## config.mk

```make
export PLATFORM = sky130hd
export DESIGN_NAME = sdf_sqrt
export DESIGN_NICKNAME = d
export VERILOG_FILES = /design/src/hdl/torus_signed_distance_assert.svh /design/src/hdl/sdf_pkg.sv /design/src/hdl/sdf_sqrt.sv
export SDC_FILE = /design/constraint.sdc
export NUM_CORES = 2
export LEC_CHECK = 0
export BUFFER_PORTS_ARGS = -buffer_cell sky130_fd_sc_hd__buf_2
export CAP_MARGIN = 20
export CORE_UTILIZATION = 53
export CTS_BUF_LIST = sky130_fd_sc_hd__clkbuf_2
export DETAILED_ROUTE_END_ITERATION = 8
export PLACE_DENSITY = 0.67
export SETUP_SLACK_MARGIN = 0.02
export SYNTH_ARGS = -nofsm -noshare
export SYNTH_HDL_FRONTEND = slang
export SYNTH_SLANG_ARGS = --single-unit
```

## constraint.sdc

```tcl
create_clock -name clk -period 8.7 [get_ports clk]
set_clock_uncertainty 0.2 [all_clocks]
set_input_delay 0 -clock clk [delete_from_list [all_inputs] [get_ports clk]]
set_output_delay 0 -clock clk [all_outputs]
set_load 0.01 [all_outputs]
```

## src/hdl/torus_signed_distance_assert.svh

```systemverilog
// Assertion macros for the torus distance RTL, included by sdf_front.
// Depends on nothing; the including module supplies clock and reset names.
`ifndef TORUS_SIGNED_DISTANCE_ASSERT_SVH
`define TORUS_SIGNED_DISTANCE_ASSERT_SVH

// Same-cycle implication, disabled while reset is asserted.
`define SDF_ASSERT_NOW(label, clk, rst_n, lhs, rhs) \
    label: assert property (@(posedge clk) disable iff (!rst_n) (lhs) |-> (rhs)) \
        else $error("torus distance assertion failed");

// Next-cycle implication, disabled while reset is asserted.
`define SDF_ASSERT_NEXT(label, clk, rst_n, lhs, rhs) \
    label: assert property (@(posedge clk) disable iff (!rst_n) (lhs) |=> (rhs)) \
        else $error("torus distance assertion failed");

`endif

```

## src/hdl/sdf_pkg.sv

```systemverilog
// Package for the torus signed distance block: widths, register codes, reset values.
// Used by every module of the block; depends on nothing.
package sdf_pkg;

    localparam int FRAC_BITS = 16;
    localparam int AXIS_FRAC = 16;

    localparam int COORD_W = 32;
    localparam int AXIS_W  = 18;
    localparam int RAD_W   = 31;
    localparam int Q_W     = 33;
    localparam int SQ_W    = 64;
    localparam int S_W     = 66;
    localparam int PR_W    = 51;
    localparam int DOT_W   = 53;
    localparam int H_W     = DOT_W - AXIS_FRAC;
    localparam int HM_W    = 36;
    localparam int H2_W    = 72;
    localparam int R2_W    = 66;
    localparam int RT1_W   = R2_W / 2;
    localparam int D_W     = 35;
    localparam int DM_W    = 34;
    localparam int D2_W    = 68;
    localparam int T_W     = 72;
    localparam int RT2_W   = T_W / 2;
    localparam int RES_W   = 38;
    localparam int IDX_W   = 3;

    typedef enum logic [IDX_W-1:0] {
        REG_CENTER_X = 3'd0,
        REG_CENTER_Y = 3'd1,
        REG_CENTER_Z = 3'd2,
        REG_AXIS_X   = 3'd3,
        REG_AXIS_Y   = 3'd4,
        REG_AXIS_Z   = 3'd5,
        REG_MAJOR    = 3'd6,
        REG_MINOR    = 3'd7
    } reg_idx_t;

    localparam logic [AXIS_W-1:0] AXIS_ONE    = AXIS_W'(1) << AXIS_FRAC;
    localparam logic [RAD_W-1:0]  MAJOR_RESET = RAD_W'(1) << FRAC_BITS;
    localparam logic [RAD_W-1:0]  MINOR_RESET = RAD_W'(1) << (FRAC_BITS - 1);

    // Torus geometry as held in the configuration registers.
    typedef struct packed {
        logic signed [COORD_W-1:0] center_x;
        logic signed [COORD_W-1:0] center_y;
        logic signed [COORD_W-1:0] center_z;
        logic signed [AXIS_W-1:0]  axis_x;
        logic signed [AXIS_W-1:0]  axis_y;
        logic signed [AXIS_W-1:0]  axis_z;
        logic [RAD_W-1:0]          major_radius;
        logic [RAD_W-1:0]          minor_radius;
    } cfg_t;

    // Pipeline advance and item valid, handed from one section to the next.
    typedef struct packed {
        logic en;
        logic valid;
    } pipe_ctl_t;

endpackage

```

## src/hdl/sdf_sqrt.sv

```systemverilog
// Pipelined integer floor square root, one root bit per register stage.
// Depends on sdf_pkg for the pipeline control struct.
module sdf_sqrt #(
    parameter int IN_W   = 66,
    parameter int SIDE_W = 1
) (
    input  logic                clk,
    input  logic                rst_n,
    input  sdf_pkg::pipe_ctl_t  ctl,
    input  logic [IN_W-1:0]     rad,
    input  logic [SIDE_W-1:0]   side_in,
    output logic                out_valid,
    output logic [IN_W/2-1:0]   root,
    output logic [SIDE_W-1:0]   side_out
);

    localparam int N = IN_W / 2;

    logic [IN_W-1:0]   rad_a  [0:N];
    logic [N+1:0]      rem_a  [0:N];
    logic [N-1:0]      root_a [0:N];
    logic [SIDE_W-1:0] side_a [0:N];
    logic              vld_a  [0:N];

    assign rad_a[0]  = rad;
    assign rem_a[0]  = '0;
    assign root_a[0] = '0;
    assign side_a[0] = side_in;
    assign vld_a[0]  = ctl.valid;

    for (genvar k = 0; k < N; k++) begin : g_stage
        logic [N+1:0]      rem_sh;
        logic [N+1:0]      trial;
        logic              take;
        logic [IN_W-1:0]   rad_reg;
        logic [N+1:0]      rem_reg;
        logic [N-1:0]      root_reg;
        logic [SIDE_W-1:0] side_reg;
        logic              vld_reg;

        // Bring down the next two radicand bits and try appending a one to the root.
        assign rem_sh = {rem_a[k][N-1:0], rad_a[k][IN_W-1 -: 2]};
        assign trial  = {root_a[k], 2'b01};
        assign take   = (rem_sh >= trial);

        always_ff @(posedge clk or negedge rst_n)
        begin
            if (!rst_n)
            begin
                vld_reg <= 1'b0;
            end
            else if (ctl.en)
            begin
                vld_reg <= vld_a[k];
            end
        end

        always_ff @(posedge clk)
        begin
            if (ctl.en)
            begin
                rad_reg  <= {rad_a[k][IN_W-3:0], 2'b00};
                rem_reg  <= take ? (rem_sh - trial) : rem_sh;
                root_reg <= {root_a[k][N-2:0], take};
                side_reg <= side_a[k];
            end
        end

        assign rad_a[k+1]  = rad_reg;
        assign rem_a[k+1]  = rem_reg;
        assign root_a[k+1] = root_reg;
        assign side_a[k+1] = side_reg;
        assign vld_a[k+1]  = vld_reg;
    end

    assign out_valid = vld_a[N];
    assign root      = root_a[N];
    assign side_out  = side_a[N];

endmodule

```

Yosys cells after proc, flatten, opt, wreduce, memory -nomap -nowiden

Cells that the tools add are included.

$add $sub $neg: 32
Magnitude comparators: 33
Muxes and demuxes: 32

Operators by type and width:

| operator         | number |
|---|---|
| $mux 33          | 31 |
| $ge 35x10->1     | 1 |
| $ge 35x11->1     | 1 |
| $ge 35x12->1     | 1 |
| $ge 35x13->1     | 1 |
| $ge 35x14->1     | 1 |
| $ge 35x15->1     | 1 |
| $ge 35x16->1     | 1 |
| $ge 35x17->1     | 1 |
| $ge 35x18->1     | 1 |
| $ge 35x19->1     | 1 |
| $ge 35x20->1     | 1 |
| $ge 35x21->1     | 1 |
| $ge 35x22->1     | 1 |
| $ge 35x23->1     | 1 |
| $ge 35x24->1     | 1 |
| $ge 35x25->1     | 1 |
| $ge 35x26->1     | 1 |
| $ge 35x27->1     | 1 |
| $ge 35x28->1     | 1 |
| $ge 35x29->1     | 1 |
| $ge 35x3->1      | 1 |
| $ge 35x30->1     | 1 |
| $ge 35x31->1     | 1 |
| other kinds (43) | 43 |

Input bits: 71
Register bits after elaboration: 2709
Output and inout bits: 35
Logic and storage cells: 261

Longest topological paths before layout

Word-level depth: 2
Depth in mapped cells: 15
Gate-level depth less buffers: 12

Worst setup path after synthesis

No wires, ideal clock.

Kind: register to register
From: reg g_stage[21].rem_reg[1]
To: reg g_stage[22].rem_reg[10] (data pin)
Data required time: 8.240 ns
Buffers on the path: 1
Stages on the path, launching flop included: 11
Path slack: 5.041 ns
Data arrival time: 3.199 ns
Path through: edfxtp_1 > ha_1 > o21ai_0 > a22oi_1 > a2111o_1 > a31oi_1 > o21bai_1 > a221oi_1 > inv_1 > clkbuf_1 > mux2_2

Word-level cells in the longest chain between the ends: 2

Ends and longest elaborated chain:

| what                                                  | RTL line                       | RTL |
|---|---|---|
| from (decl)                                           | sdf_sqrt.sv:36                 | `logic [N+1:0] rem_reg;` |
| from (signal assigned)                                | sdf_sqrt.sv:63                 | `rem_reg <= take ? (rem_sh - trial) : rem_sh;` |
| $sub 33x24->33 / $ge 35x24->1 (equally long branches) | sdf_sqrt.sv:63, sdf_sqrt.sv:44 |  |
| $mux 33 *                                             | sdf_sqrt.sv:63                 |  |
| to (signal assigned)                                  | sdf_sqrt.sv:63                 |  |
| to (decl)                                             | sdf_sqrt.sv:36                 |  |

Every way passes the cells marked *; elsewhere a longest branch is shown, timed or not.
A chain may end at the register's enable or synchronous reset.

Final worst setup path

From: reg g_stage[21].rem_reg[1]
To: reg g_stage[22].rem_reg[4] (data pin)

Same word-level chain as after synthesis.

==> reports/results.ini <==
[status]
status = complete, no violations

[floorplan]
initial_core_util = 0.535
rows = 177
ios = 106
die_w_um = 487
core_mm2 = 0.233
dieArea_mm2 = 0.238
die_h_um = 487

[setup_path]
path_class = flop to flop
arrival_ns = 6.10
r2r-end = g_stage[22].rem_reg[4]
start_kind = flop
cp.required_ns = 9.98
cp_max_fo = 25
reg2reg_from = g_stage[21].rem_reg[1]
regToRegSetupSlack_ns = 3.88
end_kind = flop
r2r_cells = 10

[synth]
syn_inst = 9523
yosys.area.top_type = edfxtp_1
synth_nets = 10189
synth_area_mm2 = 0.125
ys_seq_area_frac = 0.646
synthArstFlopShare = 0.0123
ys_types = 85
ys_seq_elements = 2691
synthTopCellsByArea = edfxtp_1 (64%), ha_1 (6.0%), xnor2_1 (3.1%), xor2_1 (2.5%), inv_1 (2.2%)
syn_avg_cell_area_um2 = 13.1
ys.flop_type = edfxtp_1
yosys_warnings = 0
synthDominantCellAreaShare = 0.639
synth-edff-count = 2658

[drt]
routedWlPerCell_um = 18.1
drt_iter0_drc = 5426
wirelength_um = 255000
drc_errors = 0
detail-route-antenna-nets = 0
vias_per_cell = 5.47
firstDrtPassIters = 6
vias = 77243

[place]
gp_congestion = 0.889
dp_hpwl_um = 175000
dpl_cell_area_mm2 = 0.129
port_buffers = 105

[final_layout]
syn2layout_area_growth_pct = 10.9
drive_gt1_frac = 0.133
layout_commonest_cell = edfxtp_1
largest_reg_flops = 1056
fillers = 19078
multiInputGateArea_mm2 = 0.0408
final_area_mm2 = 0.138
nets = 11174
register_area_mm2 = 0.0806
final_cell_mix = edfxtp_1 (2658), clkbuf_2 (923), inv_1 (733)

[global_routing]
overflow = 0
grt_max_degree = 201
grt_pass1_wl_um = 406000
grt_pass1_vias = 77231
antenna_found_initial = 6
grt_use_total = 0.214

[clock_network]
cts.clk_slew.worst_paths_ns = 0.10
cts_tree = done
root_buffer = clkbuf_2
insertion_delay_ns = 1.84
cts_sinks = 2691
numCtsBuffers = 688
cts_setup_buffers = 0
cts_max_level = 6
ctsResizeCount = 0
cts_buffer_depth = 4

[timing]
slew-limit-headroom = 0.170
grt_setup_unrepaired = false
tightest_slew_ns = 1.24
setup_viol = 0
fin_hold_ws_ns = 0.148
tns_ns = 0
layout_min_cycle_time_ns = 4.82
finalMaxSlewViolations = 0
timing_hold_violations_final = 0
fmax_mhz = 207
fin_crit_sh = 0.554

[pwr]
p_leak_nw = 54.3
peakVddDrop_mv = 0.153
powerDensity_mw_per_mm2 = 243

[worst_hold_path]
hold_start = g_stage[24].rad_reg[60]
min_path_type = flop to flop
worst_hold_path.num_cells = 0
hold_end = g_stage[25].rad_reg[62]

[flow_run]
maxCapViolations = 0

-- metal layers --
layer / wire (µm) / vias to the layer above / global-route usage / share of wire
met5: 12 / - / 0 / 0.000047
met4: 7380 / 2 / 0.0807 / 0.029
met3: 11500 / 524 / 0.0382 / 0.045
met2: 127000 / 1904 / 0.363 / 0.50
met1: 110000 / 37113 / 0.273 / 0.43
li1: - / 37700 / - / -
-- what timing repair did --
item / 4_1_cts / 5_1_grt
endpoints found under the setup margin: 0 / 0
hold endpoints to repair: 2792 / 0
hold buffers: 320 / 0
-- power by group --
part	internal [mW]	leakage (nW)	switching, mW
registers	16.4	26.0	1.13
clock network	3.17	4.44	5.03
logic	3.51	23.9	4.46
-- worst max-delay path by stage --
stage,startpoint,endpoint,slack [ns]
6_report,g_stage[21].rem_reg[1],g_stage[22].rem_reg[4],3.88
5_1_grt,g_stage[21].root_reg[1],g_stage[22].rem_reg[10],3.61
4_1_cts,g_stage[21].root_reg[1],g_stage[22].rem_reg[10],3.98
3_5_place_dp,g_stage[21].root_reg[1],g_stage[22].rem_reg[6],3.97
3_3_place_gp,g_stage[21].rem_reg[1],g_stage[22].rem_reg[7],4.05
2_1_floorplan,g_stage[21].rem_reg[1],g_stage[22].rem_reg[10],5.04
-- stage by stage --
stage	util	setup WS [ns]	power [mW]	cells
floorplan	-	5.04	23.2	9523
global placement	0.554	4.05	25.4	12627
detailed placement	0.554	3.97	25.6	12627
CTS	0.593	3.98	34.1	14098
global route	0.593	3.61	35.8	14109
finish	0.593	3.88	33.7	14110
-- worst max-delay path: stages (launching register included) --
cell      delay [ns]
edfxtp_1        0.40
ha_1            0.36
o21ai_0         0.24
a22oi_1         0.22
a2111o_1        0.48
a31oi_1         0.39
o21bai_1        0.21
a221oi_1        0.72
inv_1           0.63
buf_4           0.40
mux2_2          0.29
-- logic make-up (layout without fill, tap and decap cells) --
group | after synthesis | in the layout | synth area share
muxes | 226 | 226 | 0.0201
other | 1 | 10 | 0.0000300
xor gates and xnor gates | 807 | 807 | 0.0566
DFF | 2691 | 2691 | 0.646
and+or+nand+nor | 2402 | 2402 | 0.0954
buffers and inverters | 920 | 2366 | 0.0278
AOI/OAI and AO/OA | 1881 | 1881 | 0.0945
adders and majority gates | 595 | 595 | 0.0596
-- final cells by class --
type / count / area share
sequential: 2691 / 0.583
timing repair buffer: 480 / 0.0316
clock buffer: 923 / 0.0334
inverter: 735 / 0.0199
multi-input combinational: 5912 / 0.295
clock inverter: 228 / 0.00916
tap: 3132 / 0.0283
antenna: 9 / 0.000163
-- Yosys cell counts, types with 63 or more instances --
cell / instances
a21oi_1: 548
xnor2_1: 444
o21ai_0: 471
ha_1: 595
nor4_1: 103
nor2_1: 561
or4_1: 64
edfxtp_1: 2658
nand3_1: 180
o31ai_1: 63
a21o_1: 254
nor3_1: 238
nand2_1: 610
o21a_1: 116
clkbuf_1: 164
nand2b_1: 130
or3_1: 100
nor2b_1: 78
inv_1: 733
mux2_2: 199
nand4_1: 84
xor2_1: 363
No activity file was read; power rests on OpenSTA's default activity.
